<file path="src/rtl/core/amdfs_pkg.sv">
// Shared constants, command codes and status types for the adjacency-matrix DFS block.
package amdfs_pkg;

  // Fixed field widths of the external interface
  localparam int VERTEX_W = 6;   // vertex_a / vertex_b
  localparam int COUNT_W  = 7;   // vertex_count, visited_vertex

  localparam int DEF_MAX_VERTICES = 64;

  // vertex_count after reset
  localparam logic [COUNT_W-1:0] CFG_RESET = 7'd64;

  // command codes
  localparam logic CMD_EDGE = 1'b0;
  localparam logic CMD_WALK = 1'b1;

  // back end status seen by the front end
  typedef struct packed {
    logic clearing;   // adjacency clear sweep in progress
  } back_status_t;

endpackage

</file>
<file path="src/rtl/core/amdfs_front.sv">
// Front end: accepts commands, drops ignored edges, queues edge writes and walks.
module amdfs_front
  import amdfs_pkg::*;
#(
  parameter int MAX_VERTICES = DEF_MAX_VERTICES
) (
  input  logic                                   in_valid,
  output logic                                   in_ready,
  input  logic                                   in_command,
  input  logic [VERTEX_W-1:0]                    in_vertex_a,
  input  logic [VERTEX_W-1:0]                    in_vertex_b,
  input  logic [$clog2(MAX_VERTICES+1)-1:0]      n_live,
  input  back_status_t                           status,
  input  logic                                   q_full,
  output logic                                   q_push,
  output logic [2*$clog2(MAX_VERTICES):0]        q_data
);

  localparam int IW = $clog2(MAX_VERTICES);

  logic          accept;
  logic          edge_ok;
  logic [IW-1:0] a_idx, b_idx, lo, hi;

  assign in_ready = !q_full && !status.clearing;
  assign accept   = in_valid && in_ready;

  assign a_idx = in_vertex_a[IW-1:0];
  assign b_idx = in_vertex_b[IW-1:0];

  // self loops and endpoints beyond the live count never reach the store
  assign edge_ok = (in_vertex_a != in_vertex_b)
                && (COUNT_W'(in_vertex_a) < COUNT_W'(n_live))
                && (COUNT_W'(in_vertex_b) < COUNT_W'(n_live));

  assign lo = (a_idx < b_idx) ? a_idx : b_idx;
  assign hi = (a_idx < b_idx) ? b_idx : a_idx;

  assign q_push = accept && ((in_command == CMD_WALK) || edge_ok);
  assign q_data = {in_command, lo, hi};

endmodule

</file>
<file path="config.mk">
export PLATFORM = sky130hd
export DESIGN_NAME = amdfs_front
export DESIGN_NICKNAME = d
export VERILOG_FILES = /design/src/rtl/core/amdfs_pkg.sv /design/src/rtl/core/amdfs_front.sv
export SDC_FILE = /design/constraint.sdc
export NUM_CORES = 1
export LEC_CHECK = 0
export ABC_CLOCK_PERIOD_IN_PS = 2350
export CORE_AREA = 2 2 39 41
export DETAILED_ROUTE_END_ITERATION = 8
export DIE_AREA = 0 0 41 43
export DONT_BUFFER_PORTS = 1
export PLACE_DENSITY = 0.6
export SLEW_MARGIN = 25
export SYNTH_ARGS = -nofsm -noshare
export SYNTH_HDL_FRONTEND = slang
export SYNTH_SLANG_ARGS = --single-unit
</file>
<file path="constraint.sdc">
create_clock -name vclk -period 2.35
set_input_delay 0.235 -clock vclk [all_inputs]
set_output_delay 0.235 -clock vclk [all_outputs]
set_load 0.05 [all_outputs]
</file>
==> Word level (Yosys, flattened, before mapping) <==
Index checks and enable logic that the tools add are counted.
{ "word_totals": {"ff_bits": 0, "in_bits": 23, "out_inout_bits": 15, "elab_cells": 14} }
{ "classes": {"magnitude_cmp": 3, "n_eq_ne": 1, "muxes": 2, "n_reduce_logical": 8} }
{ "ops": {"columns": ["cell", "n"], "rows": [
  ["less-than comparator 6 x 7 -> 1 bit", 2],
  ["two-way mux 6 bit", 2],
  ["less-than comparator 6 bit", 1],
  ["!= test 6 bit", 1],
  ["logical AND 1 bit", 5],
  ["zero test 1 bit", 2],
  ["logical OR 1 bit", 1]
]} }

==> Logic depth before layout (Yosys ltp) <==
Gate-level depths: netlist of the first run.
{ "depth": {"word_depth": 5, "mapped_depth": 8, "ltp_nobuf": 7} }

==> Worst setup path after synthesis of the first run <==
Ideal clock, no wire load.
{ "synth_path": {"path_type": "input port to output port", "startpoint": "in in_vertex_b[3]", "endpoint": "out q_data[0]", "arrival_ns": 1.797, "t_required_ns": 2.115, "slack_ns": 0.318, "cell_stages": 7, "n_path_buf": 1, "cell_sequence": "inv_1 ha_1 a21o_1 a21o_1 a211oi_2 buf_6 mux2_2"} }
{ "synth_between": {"elab_chain_cells": 2} }
{ "synth_lines": {"columns": ["item", "line", "text"], "rows": [
  ["from (decl)", "amdfs_front.sv:11", "input logic [VERTEX_W-1:0] in_vertex_b,"],
  ["less-than comparator 6 bit", "amdfs_front.sv:37", "assign hi = (a_idx < b_idx) ? b_idx : a_idx;"],
  ["two-way mux 6 bit", "amdfs_front.sv:37", null],
  ["to (decl)", "amdfs_front.sv:16", "output logic [2*$clog2(MAX_VERTICES):0] q_data"]
]} }
Every way passes these cells.

==> Worst setup path in the final report of the first run <==
{ "layout_path": {"startpoint": "in in_vertex_b[3]", "endpoint": "out q_data[8]"} }
{ "layout_between": {"elab_chain_cells": 2} }
{ "layout_lines": {"columns": ["item", "line", "text"], "rows": [
  ["less-than comparator 6 bit", "amdfs_front.sv:36", "assign lo = (a_idx < b_idx) ? a_idx : b_idx;"],
  ["two-way mux 6 bit", "amdfs_front.sv:36", null]
]} }
Every way passes these cells.

==> flow_metrics.tcl, run 1 <==
set metrics [dict create \
    max_slew.worst_pin.slew_ns 0.418 \
    core_area_sq_um 1380 \
    synth_area_leader_cell "ha_1" \
    rsz0062_at_grt "false" \
    hpwlAfterDp_mm 1.02 \
    hold_path_depth 0 \
    switching_share_pct 69.0 \
    crit_path_end_kind "output port" \
    p_seq_share_pct 0 \
    comb_power_share_pct 100.0 \
    timing.hold.ws_ns 0.470 \
    min_period_over_period_pct 86.8 \
    synthAdderAreaFrac_pct 35.7 \
    placedCellCount 85 \
    yosysTopAreaCellShare_pct 35.7 \
    ios 38 \
    place_congestion 0.758 \
    grt_pass1_wl_mm 1.66 \
    fin_tns_setup_ns 0 \
    synth_top_family_by_area "adder cells" \
    setup_viol 0 \
    relSlewSlack_pct 72.2 \
    hp-class "input port to output port" \
    p_clk_share_pct 0 \
    required_ns 2.12 \
    synth_cell_type_count 20 \
    maxUsedRoutingLayer "met3" \
    switchingPower_mw 0.140 \
    die-height_microns 43 \
    post-route-util_pct 42.2 \
    nets 110 \
    routed-wl-met3_microns 98 \
    crit_path_max_fanout 8 \
    crit_type "input port to output port" \
    regArea_sq_um 0 \
    nFillCells 141 \
    min_period_ns 2.04 \
    dieArea_sq_um 1760 \
    ys_seq_area_share_pct 0 \
    start_util_pct 40.5 \
    wl_per_cell_microns 12.5 \
    instances_no_fill 85 \
    drt_iter0_markers 2 \
    port-buffer-count 0 \
    clockBufferCount 0 \
    vdd_drop_max_mv 0.113 \
    drc 0 \
    cts_resized 0 \
    antenna_found_initial 0 \
    grt_util_all_layers_pct 12.7 \
    ctsHoldBuffers 0 \
    die_w_microns 41 \
    drv_slew 0 \
    netlist_area_sq_um 561 \
    syn_inst 68 \
    layout-drive-gt1-share_pct 23.2 \
    num_rows 14 \
    diodes 0 \
    intPower_mw 0.0630 \
    first_pass_iters 4 \
    outcome "finished clean" \
    worstPathArrival_ns 1.80 \
    postCtsSetupBuffers 0 \
    routed_wl_mm 1.07 \
    grt_max_degree 9 \
    final_hold_viol_count 0 \
    cap_violations 0 \
    synthMuxAreaShare_pct 24.1 \
    power_leakage_nw 0.314 \
    powerDensity_nw_per_um2 348 \
    synthXorXnorAreaFrac_pct 0 \
    vias_per_cell 5.58 \
    clock.fmax_mhz 490 \
    met2WireLength_microns 528 \
    grt_remaining_overflow 0 \
    whs_endpoint "q_data[12]" \
    cp-start-kind "input port" \
    wl_met1_microns 438 \
    drtAntennaViolNets 0 \
    synthTopCellsByArea "ha_1 (36%), mux2_2 (24%), inv_1 (8.7%), a21oi_1 (3.6%), a211oi_1 (2.7%)" \
    placed_cell_area_sq_um 584 \
    synth_fp_nets 107 \
    syn_avg_cell_area_sq_um 8.24 \
    grt_pass1_vias 449 \
    vias 474 \
    synth-compound-area-share_pct 16.1 \
    ys_warn_count 0 \
    hp-start "in_command" \
    design.seq.count 0 \
    yosys.area_share.simple_pct 12.1 \
    area_growth_pct 4.24 \
    fin_area_sq_um 584 \
]
-- worst max-delay path by stage --
| stage | start | endpoint | slack, ns | depth (start not counted) |
|---|---|---|---|---|
| 2_1_floorplan | in_vertex_b[3] | q_data[0] | 0.32 | 7 |
| 6_report | in_vertex_b[3] | q_data[8] | 0.31 | 7 |
| 4_1_cts | in_vertex_b[3] | q_data[3] | 0.29 | 7 |
| 5_1_grt | in_vertex_b[3] | q_data[8] | 0.24 | 7 |
| 3_5_place_dp | in_vertex_b[3] | q_data[3] | 0.29 | 7 |
| 3_3_place_gp | in_vertex_b[3] | q_data[3] | 0.36 | 7 |
-- cells by family after synthesis --
family                     after synthesis
adders and majority gates               16
muxes                                   12
buffers and inverters                   15
AOI/OAI and AO/OA                       12
and+or+nand+nor                         13
-- power groups by stage --
stage	combinational (mW)	clock (mW)	sequential, mW
floorplan	0.190	0	0
CTS	0.206	0	0
global route	0.221	0	0
finish	0.203	0	0
detailed placement	0.206	0	0
global placement	0.204	0	0
-- layout make-up --
type	instances	area (sq um)	share of cell area, %
timing repair buffer	3	22.5	3.85
tap	16	20.0	3.43
inverter	13	48.8	8.35
multi-input combinational	53	493	84.4
-- routing by layer --
layer | vias up | global-route usage [%]
met5 | - | 0
met4 | 0 | 0.667
met3 | 0 | 2.09
met2 | 21 | 23.1
met1 | 203 | 15.2
li1 | 250 | -
-- critical path, stage by stage --
cell and delay, ns:
inv_1 0.02, ha_1 0.29, a21o_1 0.17, a21o_1 0.18
a211oi_2 0.24, buf_4 0.20, mux2_2 0.47
-- placed cells by master, fill, tap and decap left out --
cell type  instances
a21o_1             2
nand2b_1           2
a21oi_1            4
o211a_1            1
nand4b_1           1
a211oi_1           2
nand4_1            1
a2111oi_0          1
ha_1              16
nand2_1            2
nor3_1             1
a211oi_2           1
nor4_1             1
buf_4              3
nand3_1            2
nor2_1             3
inv_1             13
mux2_2            12
o32ai_1            1
-- stage by stage --
step           worst slack (ns)  total power, mW
2_1_floorplan             0.318            0.190
3_3_place_gp              0.358            0.204
3_5_place_dp              0.294            0.206
4_1_cts                   0.293            0.206
5_1_grt                   0.239            0.221
6_report                  0.311            0.203
-- synthesized netlist by cell type (2+ instances only) --
| master | instances |
|---|---|
| ha_1 | 16 |
| a21oi_1 | 4 |
| nand3_1 | 2 |
| inv_1 | 13 |
| nand2_1 | 2 |
| nand2b_1 | 2 |
| a211oi_1 | 2 |
| nor2_1 | 3 |
| a21o_1 | 2 |
| mux2_2 | 12 |
Note: power is estimated with default switching activity, not from simulation.
==> inputs of run 2 (changes only) <==
==> constraint.sdc (replaced) <==
create_clock -name vclk -period 2.35
set_input_delay 0.235 -clock vclk [all_inputs]
set_output_delay 0.235 -clock vclk [all_outputs]
set_load 0.005 [all_outputs]
==> flow_metrics.tcl, run 2 (synthesized netlist as in run 1, its figures left out) <==
set metrics [dict create \
    fin_tns_setup_ns 0 \
    hpwlAfterDp_mm 1.01 \
    p_clk_share_pct 0 \
    clock.fmax_mhz 522 \
    min_period_ns 1.92 \
    powerDensity_nw_per_um2 193 \
    drt_iter0_markers 4 \
    wl_per_cell_microns 13.0 \
    fin_area_sq_um 577 \
    grt_remaining_overflow 0 \
    final_cell_mix "ha_1 (16), inv_1 (13), mux2_2 (12)" \
    switching_share_pct 46.6 \
    setup_viol 0 \
    routed_wl_mm 1.10 \
    whs_endpoint "q_data[12]" \
    first_pass_iters 3 \
    cp-start-kind "input port" \
    dieArea_sq_um 1760 \
    layout-drive-gt1-share_pct 22.1 \
    placed_cell_area_sq_um 577 \
    max_slew.worst_pin.slew_ns 0.351 \
    required_ns 2.12 \
    regArea_sq_um 0 \
    drc 0 \
    place_congestion 0.751 \
    start_util_pct 40.5 \
    switchingPower_mw 0.0520 \
    relSlewSlack_pct 76.0 \
    grt_pass1_wl_mm 1.68 \
    vdd_drop_max_mv 0.0639 \
    crit_type "input port to output port" \
    nFillCells 139 \
    min_period_over_period_pct 81.5 \
    hp-start "in_command" \
    power_leakage_nw 0.308 \
    grt_max_degree 9 \
    comb_power_share_pct 100.0 \
    final_common_cell "ha_1" \
    p_seq_share_pct 0 \
    die-height_microns 43 \
    outcome "finished clean" \
    drtAntennaViolNets 0 \
    grt_util_all_layers_pct 12.6 \
    hp-class "input port to output port" \
    clockBufferCount 0 \
    core_area_sq_um 1380 \
    die_w_microns 41 \
    postCtsSetupBuffers 0 \
    hold_path_depth 0 \
    design.seq.count 0 \
    vias_per_cell 5.75 \
    nets 109 \
    diodes 0 \
    vias 483 \
    num_rows 14 \
    antenna_found_initial 0 \
    crit_path_max_fanout 8 \
    crit_start "in_vertex_b[3]" \
    crit_path_end_kind "output port" \
    final_hold_viol_count 0 \
    ios 38 \
    ctsHoldBuffers 0 \
    grt_pass1_vias 468 \
    area_growth_pct 2.90 \
    port-buffer-count 0 \
    rsz0062_at_grt "false" \
    worstPathArrival_ns 1.68 \
    drv_slew 0 \
    intPower_mw 0.0596 \
    cts_resized 0 \
    cap_violations 0 \
]
-- run 2: changes by cell type in the layout (fill, tap and decap cells not counted) --
cell	previous run	this run
buf_4	3	2
-- run 2: routing by layer --
metal	up-vias	part of all wire, %	wire [microns]	global-route usage [%]
met3	0	8.9	97	1.05
met1	211	44	482	16.1
met4	0	0	0	0.667
met2	21	47	516	22.5
met5	-	0	0	0
li1	251	-	-	-
-- run 2: worst max-delay path, stage by stage --
cell and delay [ns]:
inv_1 0.02, ha_1 0.29, a21o_1 0.16, a21o_1 0.18, a211oi_2 0.23, buf_4 0.21, mux2_2 0.36
-- run 2: worst max path at each step --
stage | end | slack (ns) | depth (start not counted)
after global routing | q_data[8] | 0.35 | 7
final | q_data[11] | 0.43 | 7
after floorplan | q_data[0] | 0.44 | 7
after global placement | q_data[5] | 0.47 | 7
after detailed placement | q_data[11] | 0.42 | 7
after CTS | q_data[11] | 0.42 | 7
-- run 2: final cells by class --
cell class	count	area, sq um	share of cell area (%)
tap	16	20.0	3.47
multi-input combinational	53	493	85.5
timing repair buffer	2	15.0	2.60
inverter	13	48.8	8.46
-- run 2: metrics by stage --
stage	total power, mW	hold slack [ns]	std cells	util (%)	setup slack (ns)
4_1_cts	0.114	0.470	84	41.7	0.421
5_1_grt	0.127	0.470	84	41.7	0.350
2_1_floorplan	0.0961	0.504	68	-	0.438
3_3_place_gp	0.113	0.470	84	41.7	0.468
6_report	0.112	0.470	84	41.7	0.434
3_5_place_dp	0.113	0.470	84	41.7	0.423
-- run 2: power groups by stage --
stage | logic [mW] | registers (mW) | clock network [mW]
finish | 0.112 | 0 | 0
global route | 0.127 | 0 | 0
CTS | 0.114 | 0 | 0
detailed placement | 0.113 | 0 | 0
global placement | 0.113 | 0 | 0
floorplan | 0.0961 | 0 | 0
