`src/rtl/core/amdfs_fifo.sv`:
```
// Two-entry command queue between the front end and the back end.
module amdfs_fifo #(
  parameter int WIDTH = 8
) (
  input  logic             clk,
  input  logic             rst_n,
  input  logic             push,
  input  logic [WIDTH-1:0] push_data,
  output logic             full,
  input  logic             pop,
  output logic             not_empty,
  output logic [WIDTH-1:0] pop_data
);

  logic [WIDTH-1:0] mem_r [2];
  logic             wr_ptr_r, wr_ptr_nxt;
  logic             rd_ptr_r, rd_ptr_nxt;
  logic [1:0]       cnt_r, cnt_nxt;
  logic             do_push, do_pop;

  assign full      = (cnt_r == 2'd2);
  assign not_empty = (cnt_r != 2'd0);
  assign pop_data  = mem_r[rd_ptr_r];
  assign do_push   = push && !full;
  assign do_pop    = pop && not_empty;

  always_comb begin
    wr_ptr_nxt = do_push ? !wr_ptr_r : wr_ptr_r;
    rd_ptr_nxt = do_pop  ? !rd_ptr_r : rd_ptr_r;
    cnt_nxt    = cnt_r;
    if (do_push && !do_pop) begin
      cnt_nxt = cnt_r + 2'd1;
    end else if (do_pop && !do_push) begin
      cnt_nxt = cnt_r - 2'd1;
    end
  end

  always_ff @(posedge clk) begin
    if (!rst_n) begin
      wr_ptr_r <= 1'b0;
      rd_ptr_r <= 1'b0;
      cnt_r    <= 2'd0;
    end else begin
      wr_ptr_r <= wr_ptr_nxt;
      rd_ptr_r <= rd_ptr_nxt;
      cnt_r    <= cnt_nxt;
    end
    if (do_push) begin
      mem_r[wr_ptr_r] <= push_data;
    end
  end

endmodule

```
`config.mk`:
```
export PLATFORM = sky130hd
export DESIGN_NAME = amdfs_fifo
export DESIGN_NICKNAME = d
export VERILOG_FILES = /design/src/rtl/core/amdfs_fifo.sv
export SDC_FILE = /design/constraint.sdc
export NUM_CORES = 1
export LEC_CHECK = 0
export BUFFER_PORTS_ARGS = -buffer_cell sky130_fd_sc_hd__clkbuf_2
export CORE_UTILIZATION = 35
export DETAILED_ROUTE_END_ITERATION = 16
export PLACE_DENSITY = 0.63
export SETUP_SLACK_MARGIN = 0.05
export SYNTH_ARGS = -nofsm -noshare
export SYNTH_HDL_FRONTEND = slang
export SYNTH_SLANG_ARGS = --single-unit
```
`constraint.sdc`:
```
create_clock -name clk -period 4.2 [get_ports clk]
set_input_delay 0.84 -clock clk [delete_from_list [all_inputs] [get_ports clk]]
set_output_delay 0.84 -clock clk [all_outputs]
set_load 0.01 [all_outputs]
```
* After elaboration in Yosys (flattened, before gate mapping)
Memory sizes are Yosys's and may differ from the RTL's. A register that Yosys moved wholly into a read port is not among the register bits. Cells that the tools add are included.
Cells by class: $add $sub $neg 2, eq/ne operators 1, multiplexer cells 6, reductions and logical operators 11
Operators with widths (number):
- $logic_not A1 Y1 | 5
- $logic_and A1 B1 Y1 | 4
- $mux W1 | 4
- $mux W2 | 2
- $reduce_bool A2 Y1 | 2
- $add A2 B1 Y2 const B | 1
- $eq A2 B2 Y1 const B | 1
- $sub A2 B1 Y2 const B | 1
Word-level totals: register bits 4, memory bits (writable) 16, bits of input ports 12, output and inout bits 10, logic and storage cells 24, memories 1
Memories:
- mem_r | depth 2, bits a word 8, read ports 1, clocked after Yosys merged registers in 1, wr ports 1, RTL line 15 | logic [WIDTH-1:0] mem_r [2];

* Logic depth before layout (Yosys ltp)
Gate-level depths: netlist of run 1.
depth after elaboration 7, depth in mapped cells 7, gate-level depth less buffers 7

* Least setup slack after synthesis of run 1
OpenSTA, ideal clock, no wires.
path kind input-to-reg, from input port pop, to register cnt_r[1], setup time 70 ps, arrival 1769 ps, data required time 4130 ps, path slack 2362 ps, cell stages on the path 4, path buffers 0, cell sequence o21ai_0 ha_1 or3_1 a21oi_1
Between the ends: word-level cells in the longest chain between the ends 4, elaborated cells on any way between the ends 6, those cells by class mux (1); reduce/logical (5)
Ends and longest elaborated chain:
- start: declaration | RTL line 10 | input logic pop,
- $logic_and A1 B1 Y1 * | RTL line 25 | assign do_pop = pop && not_empty;
- $logic_not A1 Y1 | RTL line 31 | if (do_push && !do_pop) begin
- $logic_and A1 B1 Y1 | RTL line 31
- $mux W2 or $reduce_bool A2 Y1 (tied branches)
- end signal: assignment | RTL line 46 | cnt_r <= cnt_nxt;
- end: declaration | RTL line 18 | logic [1:0] cnt_r, cnt_nxt;
Mark *: on every way between the ends. The rest lies on a longest branch, timed or not. A chain may end at the register's enable or synchronous reset.

==> results.yml, run 1 <==
status:
  status: "finished, final reports clean"
clock_network:
  ctsResizeCount: 0
  clockRootBuffer: "clkbuf_4"
  clock_latency_ns: 0.29
  cts_hold_buf: 0
  htreeDepth: 1
  clk_path_buf_depth: 2
  cts_made_buffers: 3
  cts_tree: "built"
  clkTransAtPathRegs_ns: 0.11
  post-cts-setup-buffers: 0
  cts.sinks: 21
floorplanning:
  core_um2: 2190
  fp.dieW_um: 50.0
  start_util_pct: 36.8
  rows: 17
  num_io_pins: 22
  die_y_um: 50.0
  dieArea_um2: 2500
worst_setup_path:
  r2r_start: "cnt_r[0]$_SDFFE_PN0P_"
  arrival_ns: 1.37
  worst-path-max-fanout: 8
  critPathLaunchType: "register"
  path_class: "reg -> out"
  cp-end-kind: "output pin"
  crit_required_ns: 3.36
power_and_ir_drop:
  ir_drop_v: 0.000257
  leakagePower_uw: 0.000396
  finalPower_uw: 551
  powerDensity_nw_per_um2: 570
place:
  place_hpwl_um: 840
  place.port_buffers: 21
  gp_congestion: 0.643
synthesis:
  syn_nets: 64
  syn-instance-count: 51
  synth_seq_cells: 21
  yosysWarnings: 0
  syn_area_um2: 806
  synth_cell_types: 17
  yosysSeqAreaShare_pct: 72.0
  syn_avg_cell_area_um2: 15.8
  yosysTopAreaCell: "edfxtp_1"
  synth_area_leaders: "edfxtp_1 60%, dfxtp_1 12%, mux2_2 11%"
  netlist.area_leader.share_pct: 59.6
global_routing:
  grt_usage_pct: 9.56
  grt_pass1_vias: 412
  grt_max_degree: 12
  grt_pass1_wl_um: 1700
  overflow: 0
  antenna_found_initial: 0
detailed_routing:
  drt.antenna.violating_nets: 0
  dr.max_layer_used: "met3"
  drtIter0Drc: 8
  met3_length_um: 70
  route.detailed.drc: 0
  wl_per_cell_um: 10.9
  wl_met1_um: 493
  wl_met2_um: 563
  firstDrtPassIters: 2
  vias: 464
  wl_um: 1130
  via_per_inst: 4.50
cells_and_area:
  final_nets: 89
  area_growth_syn_to_layout_pct: 20.0
  antenna_cells: 0
  drive_gt1_share_pct: 45.3
sta:
  tightest_slew_ns: 0.687
  rsz0062_at_grt: "no"
  min_period_over_period_pct: 52.7
  setup_viol_count_final: 0
  finalSetupTns_ns: 0
  relSlewSlack_pct: 54.0
  period_minus_slack_ns: 2.21
  drv_slew: 0
  hold_viol: 0
  max_freq_ghz: 0.452
  skew_ns: 0.00128
hold_path:
  hp-class: "reg -> reg"
  min-delay-start: "rd_ptr_r$_SDFFE_PN0P_"
flow_run:
  drv_cap: 0
final cells by class:
| cell class | count | area [um^2] |
|---|---|---|
| clock buffer | 4 | 26.3 |
| fill | 206 | 1220 |
| inverter | 3 | 11.3 |
| multi-input combinational | 26 | 209 |
| sequential | 21 | 581 |
| tap | 28 | 35.0 |
| timing repair buffer | 21 | 105 |
worst max-delay path, cell delays in order, from the launching register on:
cell and delay (ns):
dfxtp_1 0.57, mux2_2 0.39, clkbuf_2 0.13
path summary, 6_finish.rpt:
| kind | to | cells after the start | slack, ns |
|---|---|---|---|
| worst max-delay path | pop_data[4] | 2 | 1.99 |
| worst min-delay path | rd_ptr_r$_SDFFE_PN0P_ | 2 | 0.52 |
| worst max register to register | cnt_r[1]$_SDFFE_PN0P_ | 6 | 2.58 |
| worst min register to register | rd_ptr_r$_SDFFE_PN0P_ | 2 | 0.52 |
cells by family after synthesis:
kind of cell	synth area share, %
AOI/OAI and AO/OA	3.73
xor gates and xnor gates	3.26
adders and majority gates	1.55
buffers and inverters	2.02
DFF	72.1
muxes	11.2
and+or+nand+nor	6.21
metal layers:
| layer | track usage [%] | vias up |
|---|---|---|
| li1 | - | 234 |
| met3 | 3.09 | 0 |
| met1 | 9.38 | 216 |
| met2 | 17.1 | 14 |
| met4 | 5.71 | 0 |
| met5 | 0 | - |
flip-flops by register name (all words and copies together), names as in the netlist, named ones only:
| register | flops |
|---|---|
| mem_r | 16 |
| rd_ptr_r | 1 |
| cnt_r | 2 |
| wr_ptr_r | 1 |
metrics by stage:
stage / worst slack [ns] / utilization, % / instance area (um^2) / cells / hold WS, ns
final: 1.99 / 44.1 / 967 / 103 / 0.521
after detailed placement: 2.21 / 42.9 / 941 / 99 / 0.491
after global routing: 1.91 / 44.1 / 967 / 103 / 0.539
after CTS: 1.95 / 44.1 / 967 / 103 / 0.520
after floorplan: 2.36 / - / 806 / 51 / 0.472
after global placement: 2.23 / 42.9 / 941 / 99 / 0.505
layout by cell type (no fill, tap or decap):
cell	n
inv_1	3
clkbuf_2	21
edfxtp_1	16
o21ai_0	2
dfxtp_1	5
a21oi_1	1
and3_1	1
a21boi_0	1
clkbuf_1	1
clkbuf_4	3
or3_1	1
xor2_1	3
mux2_2	8
o21a_1	1
nor3_2	1
nor2_1	4
ha_1	1
nand2b_1	1
or2_2	1
where the power goes:
| group | internal [uW] | switching, uW | total, uW |
|---|---|---|---|
| clock | 36.9 | 54.5 | 91.3 |
| sequential | 265 | 27.6 | 293 |
| combinational | 83.9 | 83.0 | 167 |
| total | 386 | 165 | 551 |
cells in the mapped netlist:
library cell	number
nor2_1	4
and3_1	1
buf_2	1
or3_1	1
nor3_2	1
edfxtp_1	16
mux2_2	8
xor2_1	3
o21a_1	1
a21oi_1	1
a21boi_0	1
dfxtp_1	5
o21ai_0	2
inv_1	3
ha_1	1
nand2b_1	1
or2_2	1
Power figures use the tool's default switching activity.
==> run 2: changes to the inputs <==
- clock period: 4.2 -> 2.3 ns (I/O delays scaled with it)
==> run 2 against run 1 <==
Net effect:
- register-to-register slack got worse by 1.9 ns
- cell count unchanged
- total power increased by 83%
- wire length increased by 1.1%
- clock power increased by 85%
- worst setup slack got worse by 1.5 ns
- count of clock-buffer cells in the layout decreased by 1
- highest routed layer unchanged
==> results.yml, run 2 (synthesis gave the netlist of run 1 again) <==
status:
  status: "finished, final reports clean"
sta:
  min_period_over_period_pct: 79.7
  setup_viol_count_final: 0
  period_minus_slack_ns: 1.83
  relSlewSlack_pct: 52.5
  finalSetupTns_ns: 0
  max_freq_ghz: 0.546
  drv_slew: 0
  tightest_slew_ns: 0.709
  rsz0062_at_grt: "no"
  hold_viol: 0
  fin_ws_ns: 0.468
  skew_ns: 0.00430
place:
  gp_congestion: 0.642
  pre_cts_ws_ns: 0.677
  place.port_buffers: 21
  placed_cells: 99
  place_hpwl_um: 830
cells_and_area:
  antenna_cells: 0
  final_cells: 103
  final_common_cell: "clkbuf_2"
  final_cell_mix: "21 x clkbuf_2, 16 x edfxtp_1, 8 x mux2_2"
  seqCellArea_um2: 581
  multi_input_area_um2: 209
  post-route-util_pct: 44.2
  top_register: "mem_r"
  final_nets: 89
  drive_gt1_share_pct: 46.7
  fillers: 201
  area_growth_syn_to_layout_pct: 20.2
  largest_reg_flops: 16
  top_regs: "mem_r x16, cnt_r x2"
clock_network:
  cts_tree: "built"
  clock_latency_ns: 0.30
  post-cts-setup-buffers: 0
  cts_made_buffers: 3
  cts_hold_buf: 0
  clkTransAtPathRegs_ns: 0.11
  clockRootBuffer: "clkbuf_4"
  cts.sinks: 21
  clk_path_buf_depth: 2
  htreeDepth: 1
  ctsResizeCount: 0
detailed_routing:
  wl_um: 1140
  drtIter0Drc: 5
  drt.antenna.violating_nets: 0
  firstDrtPassIters: 2
  wl_per_cell_um: 11.1
  route.detailed.drc: 0
  vias: 459
  via_per_inst: 4.46
worst_setup_path:
  crit_slowest_cell: "dfxtp_1"
  arrival_ns: 1.37
  path_cells: "mux2_2, clkbuf_2"
  critPathLaunchType: "register"
  cp-end-kind: "output pin"
  path_class: "reg -> out"
  max_stage_delay_ns: 0.56
  crit_required_ns: 1.84
  worst-path-max-fanout: 8
floorplanning:
  fp.dieW_um: 50.0
  start_util_pct: 36.8
  dieArea_um2: 2500
  core_um2: 2190
  num_io_pins: 22
  rows: 17
  die_y_um: 50.0
flow_run:
  drv_cap: 0
global_routing:
  grt_pass1_wl_um: 1760
  grt_pass1_vias: 411
  grt_max_degree: 13
  overflow: 0
  grt_usage_pct: 10.1
  antenna_found_initial: 0
hold_path:
  hp-class: "in -> reg"
power_and_ir_drop:
  leakagePower_uw: 0.000398
  ir_drop_v: 0.000476
  powerDensity_nw_per_um2: 1040
-- run 2: layout make-up --
cell class | count | share of cell area [%]
clock inverters | 1 | 0.517
repair buffers | 21 | 10.9
inverters | 3 | 1.16
well taps | 28 | 3.62
multi-input cells | 26 | 21.6
flip-flops and latches | 21 | 59.9
clock buffers | 3 | 2.33
-- run 2: worst paths after layout --
kind              cells past startpoint                    end  slack [ns]             startpoint
setup reg to reg                      6  cnt_r[1]$_SDFFE_PN0P_        0.69  cnt_r[0]$_SDFFE_PN0P_
hold / removal                        1  mem_r[0][1]$_DFFE_PP_        0.34           push_data[1]
hold reg to reg                       2  rd_ptr_r$_SDFFE_PN0P_        0.52  rd_ptr_r$_SDFFE_PN0P_
setup / recovery                      2            pop_data[4]        0.47               register
-- run 2: routing by layer --
metal  wire length [um]  global-route usage (%)  share of wire, %  vias up
met5                  0                       0                 0        -
met4                  0                    7.14                 0        0
met3                 85                    3.70               7.5        0
met2                567                    16.9                50       16
met1                486                    10.2                43      212
li1                   -                       -                 -      231
-- run 2: stage by stage --
| stage | cell area, um^2 | power, uW | hold slack [ns] |
|---|---|---|---|
| finish | 968 | 1010 | 0.345 |
| global route | 968 | 1070 | 0.324 |
| CTS | 968 | 1030 | 0.333 |
| detailed placement | 941 | 853 | 0.494 |
| global placement | 941 | 844 | 0.505 |
| floorplan | 806 | 748 | 0.472 |
-- run 2: worst max-delay path, delay by kind of cell (launching register included) --
family	cells	cell delay, ns
muxes	1	0.39
buffers and inverters	1	0.13
DFF	1	0.56
-- run 2: report_power, final --
part | leakage (uW) | switching [uW] | total (uW) | internal, uW
registers | 0.000191 | 49.8 | 534 | 484
logic | 0.000190 | 151 | 304 | 153
clock network | 0.0000177 | 104 | 169 | 64.7
==> run 3: changes to the inputs <==
- ABC_AREA: not set -> 1
- PLACE_DENSITY: 0.63 -> 0.65
- clock period: 2.3 -> 1.6 ns (I/O delays scaled with it)
==> run 3 against run 2 <==
Net effect:
- synthesized cell count rose by 22%
- via count rose by 14%
- cell count rose by 13%
- die area rose by 2.2%
- worst setup slack got worse by 0.38 ns
- critical path depth did not move
- sequential power rose by 45%
- worst hold slack got worse by 0.14 ns
- register-to-register slack got worse by 0.49 ns
- clock power rose by 42%
- critical path type unchanged
- critical endpoint is now pop_data[6]
==> results.yml, run 3 <==
status:
  status: "finished, final reports clean"
synthesis:
  synth_seq_cells: 21
  synthFlopType: "edfxtp_1"
  yosysTopAreaCell: "edfxtp_1"
  syn_nets: 75
  synth_cell_types: 16
  syn-instance-count: 62
  yosysMostFrequentCell: "edfxtp_1"
  ys_top_cells_by_count: "16 x edfxtp_1, 9 x nor2_1, 8 x mux2_2"
  synth_area_leaders: "edfxtp_1 58%, dfxtp_1 12%, mux2_2 11%"
  yosysWarnings: 0
  synthArstFlopShare_pct: 0
  netlist.area_leader.share_pct: 58.3
  syn_avg_cell_area_um2: 13.3
  syn_area_um2: 825
  synth_edf_count: 16
  yosysSeqAreaShare_pct: 70.4
worst_setup_path:
  cp-end-kind: "output pin"
  path_cells: "mux2_2, clkbuf_2"
  r2r_start: "cnt_r[1]$_SDFFE_PN0P_"
  arrival_ns: 1.20
  rr_endpoint: "cnt_r[1]$_SDFFE_PN0P_"
  max_stage_delay_ns: 0.42
  path_class: "reg -> out"
  critPathLaunchType: "register"
  path_delay_family: "flip-flops"
  critPathBufInv: 1
  reg2reg_slack_ns: 0.20
  worst-path-max-fanout: 8
  ff2ff_path_depth: 9
  crit_required_ns: 1.28
  crit_slowest_cell: "dfxtp_4"
floorplanning:
  die_y_um: 50.5
  rows: 17
  num_io_pins: 22
  fp.dieW_um: 50.5
  dieArea_um2: 2550
  core_um2: 2210
  start_util_pct: 37.3
power_and_ir_drop:
  ir_drop_v: 0.000651
  leakagePower_uw: 0.000425
  powerDensity_nw_per_um2: 1470
place:
  gp_congestion: 0.729
  place_area_um2: 975
  place.port_buffers: 21
  place_hpwl_um: 924
  placed_cells: 112
clock_network:
  cts_hold_buf: 0
  cts_made_buffers: 3
  htreeDepth: 1
  clockRootBuffer: "clkbuf_4"
  clk_path_buf_depth: 2
  clkTransAtPathRegs_ns: 0.11
  clock_latency_ns: 0.29
  cts_tree: "built"
  cts.sinks: 21
sta:
  tightest_slew_ns: 0.170
  relSlewSlack_pct: 88.6
  hold_viol: 0
  max_freq_ghz: 0.660
  skew_ns: 0.00309
  drv_slew: 0
  min_period_over_period_pct: 94.7
  setup_viol_count_final: 0
  finalSetupTns_ns: 0
  rsz0062_at_grt: "yes"
  period_minus_slack_ns: 1.52
detailed_routing:
  firstDrtPassIters: 4
  wl_um: 1260
  route.detailed.drc: 0
  drtIter0Drc: 4
  via_per_inst: 4.51
  drt.antenna.violating_nets: 0
  wl_per_cell_um: 10.9
  vias: 523
cells_and_area:
  final_nets: 102
  final_cells: 116
  drive_gt1_share_pct: 48.9
  final_cell_mix: "21 x clkbuf_2, 16 x edfxtp_1, 9 x nor2_1"
  area_growth_syn_to_layout_pct: 22.3
  largest_reg_flops: 16
  top_register: "mem_r"
  final_common_cell: "clkbuf_2"
  antenna_cells: 0
  final_area_um2: 1010
  top_regs: "mem_r x16, cnt_r x2"
flow_run:
  drv_cap: 0
hold_path:
  min-delay-start: "push_data[4]"
  hold_depth: 1
  min_to: "mem_r[0][4]$_DFFE_PP_"
  hp-class: "in -> reg"
global_routing:
  grt_max_degree: 13
  grt_usage_pct: 11.3
  grt_pass1_wl_um: 1980
  overflow: 0
  grt_pass1_vias: 478
  antenna_found_initial: 0
[run 3: per-layer routing]
metal / vias up / track usage (%) / part of all wire (%)
met5: - / 0 / 0
met4: 0 / 6.94 / 0.71
met3: 2 / 3.33 / 5.3
met2: 16 / 18.9 / 49
met1: 241 / 12.5 / 45
li1: 264 / - / -
[run 3: how the worst max path moves through the flow]
| stage | startpoint | to | slack (ns) | cells past startpoint |
|---|---|---|---|---|
| after floorplan | cnt_r[0]$_SDFFE_PN0P_ | cnt_r[1]$_SDFFE_PN0P_ | 0.32 | 8 |
| after global placement | cnt_r[0]$_SDFFE_PN0P_ | cnt_r[1]$_SDFFE_PN0P_ | 0.24 | 8 |
| after detailed placement | cnt_r[1]$_SDFFE_PN0P_ | cnt_r[1]$_SDFFE_PN0P_ | 0.19 | 9 |
| after CTS | register | pop_data[6] | 0.06 | 2 |
| after global routing | register | pop_data[6] | 0.03 | 2 |
| final | register | pop_data[6] | 0.08 | 2 |
[run 3: kinds of logic after synthesis]
group	Yosys count	synth area share [%]
flops	21	70.4
buf+inv	9	4.25
mux	8	10.9
simple gates	18	8.95
compound gates	5	3.95
fa+ha+maj	1	1.52
[run 3: repair_timing]
item	CTS	global route
gates resized for setup	2	3
buffers inserted	0	0
pin swaps	0	1
gates cloned	0	0
endpoints found under the setup margin	8	8
[run 3: power breakdown]
part,switching (uW),total (uW),internal [uW]
combinational,252,465,213
clock,147,240,92.9
sequential,69.1,774,705
total,468,1480,1010
[run 3: through the flow]
stage	hold slack, ns	setup WS [ns]	utilization [%]	total power [uW]
after detailed placement	0.499	0.187	44.1	1240
after floorplan	0.419	0.324	-	1080
after CTS	0.197	0.0613	45.5	1490
after global placement	0.481	0.239	44.1	1220
after global routing	0.186	0.0316	45.6	1590
final	0.207	0.0848	45.6	1480
[run 3: layout make-up]
cell class	instances	area (um^2)
inverters	8	30.0
multi-input cells	32	209
fillers	211	1200
clock buffers	3	22.5
flip-flops and latches	21	587
well taps	28	35.0
clock inverters	1	5.00
repair buffers	23	120
